$ cat config.mk
export PLATFORM = sky130hd
export DESIGN_NAME = kwm_head_store
export DESIGN_NICKNAME = d
export VERILOG_FILES = /design/src/design/kwm_pkg.sv /design/src/design/kwm_head_store.sv
export SDC_FILE = /design/constraint.sdc
export NUM_CORES = 2
export LEC_CHECK = 0
export BUFFER_PORTS_ARGS = -buffer_cell sky130_fd_sc_hd__buf_2
export CAP_MARGIN = 10
export CORE_ASPECT_RATIO = 0.5
export CORE_MARGIN = 5
export CORE_UTILIZATION = 40
export CTS_BUF_LIST = sky130_fd_sc_hd__clkbuf_8 sky130_fd_sc_hd__clkbuf_16
export CTS_CLUSTER_SIZE = 24
export DETAILED_ROUTE_END_ITERATION = 8
export PLACE_DENSITY_LB_ADDON = 0.2
export SYNTH_ARGS = -nofsm -noshare
export SYNTH_HDL_FRONTEND = slang
export SYNTH_SLANG_ARGS = --single-unit
$ cat constraint.sdc
create_clock -name clk -period 15.6 [get_ports clk]
set_input_delay 2.34 -clock clk [delete_from_list [all_inputs] [get_ports clk]]
set_output_delay 2.34 -clock clk [all_outputs]
set_load 0.005 [all_outputs]
$ cat src/design/kwm_pkg.sv
// Shared types and constants for the k-way merge with key colour union.
// Used by every module of the block; depends on nothing else.
package kwm_pkg;

    localparam int KEY_W         = 64;
    localparam int STREAMS_DEF   = 8;
    localparam int MAX_CW_DEF    = 7;
    localparam int ACTIVE_W      = 4;
    localparam int COLORS_W      = 3;
    localparam int FILL_W        = 4;
    localparam int STREAM_FLD_W  = 3;
    localparam int CFG_IDX_W     = 1;
    localparam int CFG_DATA_W    = 4;

    localparam logic [CFG_IDX_W-1:0] CFG_ACTIVE_STREAMS = 1'b0;
    localparam logic [CFG_IDX_W-1:0] CFG_COLOR_WORDS    = 1'b1;

    localparam logic KIND_WORD    = 1'b0;
    localparam logic KIND_REQUEST = 1'b1;

    typedef struct packed {
        logic [STREAM_FLD_W-1:0] stream;
        logic                    end_of_stream;
        logic [KEY_W-1:0]        word;
    } in_t;

    typedef struct packed {
        logic                    kind;
        logic [KEY_W-1:0]        out_word;
        logic [STREAM_FLD_W-1:0] request_stream;
        logic                    last;
        logic                    done_res;
    } out_t;

endpackage

$ cat src/design/kwm_head_store.sv
// Head record store: one record slot per stream, one write and one read port.
// Depends on kwm_pkg for the word width.
module kwm_head_store
    import kwm_pkg::*;
#(
    parameter int DEPTH = 64,
    parameter int AW    = 6
)
(
    input  logic             clk,
    input  logic             we,
    input  logic [AW-1:0]    waddr,
    input  logic [KEY_W-1:0] wdata,
    input  logic             re,
    input  logic [AW-1:0]    raddr,
    output logic [KEY_W-1:0] rdata
);

    logic [KEY_W-1:0] mem [DEPTH];
    logic [KEY_W-1:0] rdata_reg;

    always_ff @(posedge clk)
    begin
        if (we)
        begin
            mem[waddr] <= wdata;
        end
        if (re)
        begin
            rdata_reg <= mem[raddr];
        end
    end

    assign rdata = rdata_reg;

endmodule

==> summary.txt <==
Die
  – Area of the core: between 300000 and 400000 µm²
  – Die Y-Extent: 453 µm
  – Die width: roughly 900 µm
  – Initial Util: 0.402
  – Die area: a little over 400000 µm²
  – IO Pins: 143
  – Rows: about 160

STA
  – Period utilisation layout: 0.387
  – Final Hold Vio Count: 0
  – TNS Setup: 0 ns
  – Post-route minimum period: 6.04 ns
  – Slew HR: 0.111
  – Fin. max-slew vios: 0
  – WHS: 0.904 ns
  – Least-Margin Pin Slew: ~1.3 ns
  – Worst clock skew: around 0.034 ns
  – RSZ-0062 raised after global routing: false
  – Setup-failing EPs final: 0
  – Fmax: ~170 MHz

Clock tree
  – Root Buffer: clkbuf_16
  – Worst-skew pair later-pin latency: between 0.9 and 1 ns
  – Hold_buf cts: 0
  – H-tree levels: 5
  – CTS buffer count: ~380
  – Post-CTS resize count: 0
  – CTS Buffer Depth: 4
  – TritonCTS Sinks: about 4200
  – Post-CTS setup buffer count: 0
  – CTS tree: done
  – Clock Pin Slew Worst Setup and Hold Paths: roughly 0.07 ns

Route
  – DR vias: approximately 77000
  – DRT iter0 DRCs: around 11000
  – Post-DR vias/cell: between 6 and 7
  – DR pass1 iterations: 7
  – WL final: 476000 µm
  – Routed len/inst: roughly 38 µm
  – Residual DRC: 0
  – Final ANT Viol Nets: 0

Logic synthesis
  – Netlist cell types: 32
  – Synth async-reset ratio: 0
  – Netlist Area Pre-Place: roughly 160000 µm²
  – Share of the synthesized area in the top cell type: 0.796
  – Seq/Total Area, Yosys: 0.796
  – Syn Inst Count: roughly 6600
  – Synth area leaders: edfxtp_1 (80%), mux4_2 (15%), mux2i_1 (0.86%)
  – Synth Register Bits: approximately 4200
  – Most frequent cell after synthesis: edfxtp_1
  – Yosys warnings: 0
  – Top cells by count, synth: edfxtp_1 (4160), mux4_2 (1024), buf_2 (170)
  – Synth Flop Type: edfxtp_1
  – Syn_nets: about 6700
  – Number of synthesized flops with an enable pin: 4160
  – Synthesized area per cell: between 20 and 25 µm²
  – Dominant cell type by area after synthesis: edfxtp_1

Layout
  – Layout cells sized above 1: 0.277
  – Post-route non-filler standard cell count: approximately 13000
  – # fillers: ~32000
  – Layout Nets: between 7000 and 8000
  – Max FFs per register: a little over 4000
  – Layout area overhead: 12.8%

Place
  – GPL Wtd Cong: between 0.7 and 0.8
  – Post-DP HPWL: about 250000 µm
  – Buffers on Ports: roughly 140
  – Cells after DPL: 11839

Critical path
  – CP delay by family, top: buffers and inverters
  – Slowest-stage cell, CP: buf_4
  – WP buf/inv: 4
  – CP endpoint kind: flip-flop
  – Worst path max stage delay: a little over 0.7 ns
  – Critical path launch point type: input pin
  – Critical path peak fanout: 89
  – FF-to-FF setup slack: between 10 and 15 ns
  – CP arrival: about 6.7 ns
  – CP required: between 15 and 20 ns
  – Setup CP Type: in2reg
  – Critical-path cell list: buf_12, buf_4, buf_4, buf_12, mux4_2, mux2i_1, o22ai_1, a41oi_1, a211oi_1

Power
  – LEAKAGE: 54.7 nW
  – P_int: ~18 mW
  – Combinational power share: 0.046
  – Clock network fraction of design power: 0.407
  – Switch share: 0.214
  – Power after layout: approximately 23 mW
  – IR drop worst, VDD: between 0.09 and 0.1 mV
  – Sw power: 4.86 mW
  – Power density cells: ~130 nW/µm²
  – Flop pwr share: 0.547

Hold path
  – Worst min path class: reg2reg

Global route
  – First-pass GRT wire length: approximately 650000 µm
  – Largest net degree at the start of global routing: ~130
  – GRT overflow: 0
  – Via count of the first global-routing pass: around 75000
  – Initial antenna violation count: between 50 and 60
  – GRT Util Overall: 0.231

Job
  – Max Cap Viol: 0

Run status
  – Outcome: complete, no violations
## power groups by stage
stage          sequential [mW]  combinational (mW)  clock [mW]
2_1_floorplan             12.7               0.577           0
3_3_place_gp              12.7                1.04           0
3_5_place_dp              12.7                1.05           0
4_1_cts                   12.5                1.05        9.40
5_1_grt                   12.4                1.10        9.88
6_report                  12.4                1.04        9.26
## metal layers
metal  track usage  wire, µm  part of all wire  up-vias
met5             0        75           0.00016        -
met4        0.0577     12900             0.027       12
met3        0.0409     41800             0.088      678
met2         0.354    218000              0.46     3781
met1         0.346    203000              0.43    42925
li1              -         -                 -    29353
## final timing paths
kind	start	endpoint	cells after the start
hold reg to reg	mem[47][46]$_DFFE_PP_	rdata[46]$_DFFE_PP_	4
setup / recovery	raddr[0]	rdata[8]$_DFFE_PP_	9
setup reg to reg	mem[11][16]$_DFFE_PP_	rdata[16]$_DFFE_PP_	5
hold / removal	mem[47][46]$_DFFE_PP_	rdata[46]$_DFFE_PP_	4
## cell families (layout without fill, tap and decap cells)
logic type	count (synthesis)	count (layout)	share of synthesized area
DFF	4160	4160	0.796
AOI/OAI and AO/OA	504	504	0.0247
other	0	21	0
buffers and inverters	389	1071	0.0118
muxes	1159	1159	0.156
and+or+nand+nor	386	386	0.0123
## tightest hold or removal path, stage by stage (launching register included)
cell and delay, ns:
edfxtp_1 0.31, mux4_2 0.22, a22oi_1 0.06, nand3_1 0.08
and3_1 0.14
## per-stage QoR
stage	setup WS, ns	utilization	instance area [µm²]
floorplan	7.82	-	157000
global placement	8.49	0.423	165000
detailed placement	8.48	0.423	165000
CTS	9.48	0.454	177000
global route	9.15	0.454	177000
finish	9.56	0.454	177000
## area by class of cell
class | instances | area (µm²) | share of cell area
Clock inverter | 298 | 2270 | 0.0128
Antenna cell | 21 | 52.6 | 0.000297
Timing Repair Buffer | 363 | 2610 | 0.0147
Tap cell | 5248 | 6570 | 0.0371
Multi-Input combinational cell | 2049 | 30800 | 0.174
Inverter | 19 | 71.3 | 0.000403
Sequential cell | 4160 | 125000 | 0.706
Clock buffer | 391 | 9780 | 0.0553
## layout by cell type (no fill, tap or decap), types with 28 or more instances in the layout
| cell type | instances |
|---|---|
| a22o_1 | 88 |
| o22ai_1 | 83 |
| nand3_1 | 45 |
| clkinv_2 | 72 |
| clkinv_1 | 91 |
| nor2_1 | 47 |
| clkbuf_16 | 391 |
| edfxtp_1 | 4160 |
| or3_1 | 29 |
| nor2_4 | 65 |
| mux2i_1 | 135 |
| mux4_2 | 1024 |
| and3_1 | 64 |
| buf_2 | 138 |
| or2_2 | 28 |
| inv_1 | 96 |
| a22oi_1 | 168 |
| o221ai_1 | 38 |
| a211oi_1 | 63 |
| buf_4 | 206 |
| bufinv_16 | 35 |
| nand2_1 | 54 |
Power figures use the tool's default switching activity.
