===== config.mk =====
export PLATFORM = sky130hd
export DESIGN_NAME = kwm_acc_store
export DESIGN_NICKNAME = d
export VERILOG_FILES = /design/src/design/kwm_pkg.sv /design/src/design/kwm_acc_store.sv
export SDC_FILE = /design/constraint.sdc
export NUM_CORES = 2
export LEC_CHECK = 0
export BUFFER_PORTS_ARGS = -buffer_cell sky130_fd_sc_hd__buf_2
export CORE_AREA = 3 3 516 518
export DETAILED_ROUTE_END_ITERATION = 7
export DIE_AREA = 0 0 519 521
export GPL_TIMING_DRIVEN = 0
export PLACE_DENSITY_LB_ADDON = 0.08
export SYNTH_ARGS = -nofsm -noshare
export SYNTH_HDL_FRONTEND = slang
export SYNTH_SLANG_ARGS = --single-unit

===== constraint.sdc =====
create_clock -name clk -period 4.31 [get_ports clk]
set_input_delay 0.6465 -clock clk [delete_from_list [all_inputs] [get_ports clk]]
set_output_delay 0.6465 -clock clk [all_outputs]
set_load 0.01 [all_outputs]

===== src/design/kwm_pkg.sv =====
// Shared types and constants for the k-way merge with key colour union.
// Used by every module of the block; depends on nothing else.
package kwm_pkg;

    localparam int KEY_W         = 64;
    localparam int STREAMS_DEF   = 8;
    localparam int MAX_CW_DEF    = 7;
    localparam int ACTIVE_W      = 4;
    localparam int COLORS_W      = 3;
    localparam int FILL_W        = 4;
    localparam int STREAM_FLD_W  = 3;
    localparam int CFG_IDX_W     = 1;
    localparam int CFG_DATA_W    = 4;

    localparam logic [CFG_IDX_W-1:0] CFG_ACTIVE_STREAMS = 1'b0;
    localparam logic [CFG_IDX_W-1:0] CFG_COLOR_WORDS    = 1'b1;

    localparam logic KIND_WORD    = 1'b0;
    localparam logic KIND_REQUEST = 1'b1;

    typedef struct packed {
        logic [STREAM_FLD_W-1:0] stream;
        logic                    end_of_stream;
        logic [KEY_W-1:0]        word;
    } in_t;

    typedef struct packed {
        logic                    kind;
        logic [KEY_W-1:0]        out_word;
        logic [STREAM_FLD_W-1:0] request_stream;
        logic                    last;
        logic                    done_res;
    } out_t;

endpackage


===== src/design/kwm_acc_store.sv =====
// Pending output record store with per-word valid bits, so that a new record
// reads as zero without a clearing sweep. Depends on kwm_pkg.
module kwm_acc_store
    import kwm_pkg::*;
#(
    parameter int DEPTH = 57,
    parameter int AW    = 6
)
(
    input  logic             clk,
    input  logic             rst_n,
    input  logic             clear,
    input  logic             we,
    input  logic [AW-1:0]    waddr,
    input  logic [KEY_W-1:0] wdata,
    input  logic             re,
    input  logic [AW-1:0]    raddr,
    output logic [KEY_W-1:0] rdata
);

    logic [KEY_W-1:0] mem [DEPTH];
    logic [KEY_W-1:0] data_reg;
    logic [DEPTH-1:0] valid_reg;
    logic [DEPTH-1:0] valid_next;
    logic             hit_reg;

    always_comb
    begin
        valid_next = valid_reg;
        if (clear)
        begin
            valid_next = '0;
        end
        if (we)
        begin
            valid_next[waddr] = 1'b1;
        end
    end

    always_ff @(posedge clk or negedge rst_n)
    begin
        if (!rst_n)
        begin
            valid_reg <= '0;
            hit_reg   <= 1'b0;
        end
        else
        begin
            valid_reg <= valid_next;
            if (re)
            begin
                hit_reg <= valid_reg[raddr];
            end
        end
    end

    always_ff @(posedge clk)
    begin
        if (we)
        begin
            mem[waddr] <= wdata;
        end
        if (re)
        begin
            data_reg <= mem[raddr];
        end
    end

    assign rdata = hit_reg ? data_reg : '0;

endmodule


==> results summary <==
The run finished, with violations left. The checks that failed: capacitance limit, slew limit, setup timing. The area of the core is 262,000 sq um. The count of TritonRoute iterations in the first routing pass came out at 5.

Yosys attributes the largest share of cell area to sky130_fd_sc_hd__edfxtp_1, sky130_fd_sc_hd__mux4_2, sky130_fd_sc_hd__mux2i_1. The count of distinct cell types in the synthesized netlist is 39. The post-route clock skew came out at around 0.047 ns. STA classifies the critical path endpoint as a flop. The signal arrival time at the worst endpoint is 5.09 ns. The top cell type by area accounts for between 70% and 80% of the synthesized area.

Clock-pin slew was measured on the worst setup and hold paths at approximately 0.060 ns. Synthesis produced a netlist whose cell count is around 6,000. For this block, the initial DRC count from the detailed router was 11,649. The via count of the first global-routing pass came out at 70,975. The overall die area came out at roughly 270,000 sq um.

The final count of hold timing violations is 0. The die is around 520 microns tall. The share of the cycle needed by the critical path after routing is 100%. For this run, design rule violations remaining after detail routing come to 0. The final non-filler cell total came out at ~11,000.

In this run the worst setup path begins at raddr[3]. The data required time at the worst endpoint came out at just over 5 ns. Dividing the detail-routed via count by the number of cells gives between 6 and 7. The analysis attributes to cell leakage a power of around 53 nW.

The port buffer count came out at around 140. When the netlist entered floorplanning its net count stood at 6,158. After layout, the worst setup slack is -0.0121 ns. Setup violations remaining at the end of the flow were counted as 1. The worst slew margin relative to its limit came out at -4.10%. The area of the mapped netlist is ~140,000 sq um. The tightest hold path in the finished design has a slack of a little over 0.2 ns. sky130_fd_sc_hd__edfxtp_1 takes more of the synthesized area than any other cell. The power per cell area is ~460 nW/um^2.

The residual overflow from global routing came out at 0. The clock net in this run drives a total of approximately 3,800 sinks. Setup repair after global routing left no endpoint under its margin. The startpoint kind of the worst setup timing path is a primary input. The number of H-tree levels came out at 5.

The CTS buffer count came out at 381. The worst setup path is of the primary input to flop kind. The clock period minus worst slack is 4.32 ns. about 150 I/O pins were placed. The path class of the tightest hold or removal check is primary input to flop. The total placed cells including tap cells came out at slightly below 10,000. During synthesis, Yosys emitted a total of 0 warnings.

At the end of routability-driven placement, the weighted congestion stood at 0.821. Across all register-to-register paths, the minimum setup slack is around 1.9 ns. In this run the remaining antenna-violating nets after routing total 0. The top achievable clock speed is 0.231 GHz. The clock reaches the later pin of the worst-skew pair after approximately 0.95 ns. The max-slew violation count came out at 22. In this run the critical register-to-register path is captured at data_reg[53]. The post-synthesis register bit count came out at about 3,800. The final HPWL from detailed placement came out at about 290,000 microns. The initial antenna violation count came to 30. The maximum fanout along the worst path came out at 10. The summed negative setup slack over all endpoints is -0.0121 ns. The ratio of cells with drive above 1 in the final layout came out at 30.1%.

The area growth from synthesis to layout is 15.1%. The starting density of the core is between 50 and 60%. The pin count of the biggest net entering global routing is roughly 60. Following the worst setup path forward leads to its endpoint at data_reg[18]. Row generation in the floorplan step produced roughly 190 rows. The sum of routed wire length over all layers came out at roughly 440,000 microns. Global routing used 32.3% of the available tracks across all layers.

The critical register-to-register path startpoint is mem[6][53]. The finished layout cell area came out at approximately 170,000 sq um. The first global-routing pass estimated 593,000 microns of wire. The final routed wire length divided by cell count came out at between 40 and 50 microns. Sequential cells were found to cover between 70 and 80% of the synthesized design area. Across all layers, the routed design uses 72,199 vias. In the layout the commonest cells are sky130_fd_sc_hd__edfxtp_1, sky130_fd_sc_hd__mux4_2, sky130_fd_sc_hd__clkbuf_16. Once placement finished, the instance area stood at between 150,000 and 200,000 sq um. The number of cell instances on the worst register-to-register path came out at 5. The number of cells on the worst hold path came out at 1. The number of flip-flops in the largest register came out at between 3,000 and 4,000. The die extent in x came out at approximately 520 microns. TritonCTS built the clock tree. The max capacitance violation total came out at 2. The leading cell type in the layout, fill and taps excluded is sky130_fd_sc_hd__edfxtp_1. At the end of the flow, the number of nets in the layout was just under 7,000. The tree is rooted in a sky130_fd_sc_hd__clkbuf_16. The clock tree buffer depth is 4.

Dividing the synthesized area by the synthesized cell count gives between 20 and 25 sq um. The peak supply drop is about 0.36 mV. The worst-margin pin slew is about 1.6 ns.
## cells by family (layout without fill, tap and decap cells)
family | after synthesis | count (layout) | synth area share [%]
other cells | 0 | 24 | 0
flops | 3770 | 3770 | 78.5
buf+inv | 348 | 1373 | 1.26
compound gates | 435 | 435 | 2.07
simple gates | 341 | 341 | 1.17
mux | 1183 | 1183 | 16.9
## report_power, final
part           leakage [nW]  total, W  internal [W]  switching [W]
combinational          13.0   0.00430       0.00144        0.00286
clock                  5.76    0.0318        0.0181         0.0137
sequential             34.2    0.0407        0.0406      0.0000721
total                  53.0    0.0768        0.0602         0.0166
## how the worst min path moves through the flow
stage,end,startpoint
floorplan,hit_reg,rst_n
global placement,valid_reg[20],valid_reg[20]
detailed placement,valid_reg[21],valid_reg[21]
CTS,valid_reg[56],rst_n
global route,data_reg[17],re
finish,data_reg[17],re
## area by class of cell
type                       instances  area, sq um
clock buffer                     489        10200
sequential                      3770       113000
antenna                           24         60.1
multi-input combinational       1959        29500
tap                             3515         4400
clock inverter                   194         1600
buffer                           342         1810
fill                           17648        96600
inverter                           5         18.8
timing repair buffer             343         4920
## stage by stage
stage | total power, W | utilization, % | worst slack (ns)
3_5_place_dp | 0.0457 | 58.6 | -0.994
6_report | 0.0768 | 63.1 | -0.0121
5_1_grt | 0.0787 | 63.1 | 0.0431
3_3_place_gp | 0.0456 | 56.8 | -5.61
4_1_cts | 0.0771 | 63.1 | 0.0304
2_1_floorplan | 0.0435 | - | -0.352
## metal layers
layer | GRT usage [%] | vias to the layer above | part of all wire (%)
li1 | - | 27565 | -
met1 | 45.6 | 39100 | 37
met2 | 50.3 | 4689 | 47
met3 | 6.99 | 825 | 11
met4 | 12.8 | 20 | 4.6
met5 | 0 | - | 0.031
## critical path, cell delays in order
cell	delay (ns)
sky130_fd_sc_hd__buf_2	0.61
sky130_fd_sc_hd__buf_2	0.62
sky130_fd_sc_hd__buf_2	0.59
sky130_fd_sc_hd__buf_1	1.00
sky130_fd_sc_hd__mux2i_1	1.19
sky130_fd_sc_hd__o22ai_1	0.16
sky130_fd_sc_hd__a31oi_1	0.19
## Yosys cell counts
master and n:
sky130_fd_sc_hd__edfxtp_1 3712, sky130_fd_sc_hd__mux4_2 1000, sky130_fd_sc_hd__mux2i_1 175, sky130_fd_sc_hd__buf_2 134
sky130_fd_sc_hd__clkbuf_1 113, sky130_fd_sc_hd__nand2_1 101, sky130_fd_sc_hd__a22oi_1 73, sky130_fd_sc_hd__and2_1 69
sky130_fd_sc_hd__nor2_1 69, sky130_fd_sc_hd__buf_4 68, sky130_fd_sc_hd__o21ai_0 59, sky130_fd_sc_hd__a21o_1 58
sky130_fd_sc_hd__dfrtp_1 58, sky130_fd_sc_hd__nor2b_1 49, sky130_fd_sc_hd__a21oi_1 48, sky130_fd_sc_hd__o22ai_1 47
sky130_fd_sc_hd__a211o_1 38, sky130_fd_sc_hd__a211oi_1 31, sky130_fd_sc_hd__a31oi_1 28, sky130_fd_sc_hd__nand3_1 21
sky130_fd_sc_hd__a22o_1 18, sky130_fd_sc_hd__buf_1 18, sky130_fd_sc_hd__nand2b_1 16, sky130_fd_sc_hd__o211ai_1 11
sky130_fd_sc_hd__buf_6 10, sky130_fd_sc_hd__mux2_2 8, sky130_fd_sc_hd__o2111ai_1 8, sky130_fd_sc_hd__o21ai_1 7
sky130_fd_sc_hd__o221ai_1 6, sky130_fd_sc_hd__inv_1 5, sky130_fd_sc_hd__nand4_1 5, sky130_fd_sc_hd__nand3b_1 3
sky130_fd_sc_hd__or2_2 3, sky130_fd_sc_hd__a221o_1 2, sky130_fd_sc_hd__or3b_2 2, sky130_fd_sc_hd__a311oi_1 1
sky130_fd_sc_hd__nor3_1 1, sky130_fd_sc_hd__nor4_1 1, sky130_fd_sc_hd__or3_1 1
## timing repair
action,in CTS,in global routing
buffers inserted,0,0
hold buffers,0,1
gates resized for setup,1,0
setup endpoints to repair,2,0
endpoints found under the hold margin,0,58
(Power assumes the default switching activity.)
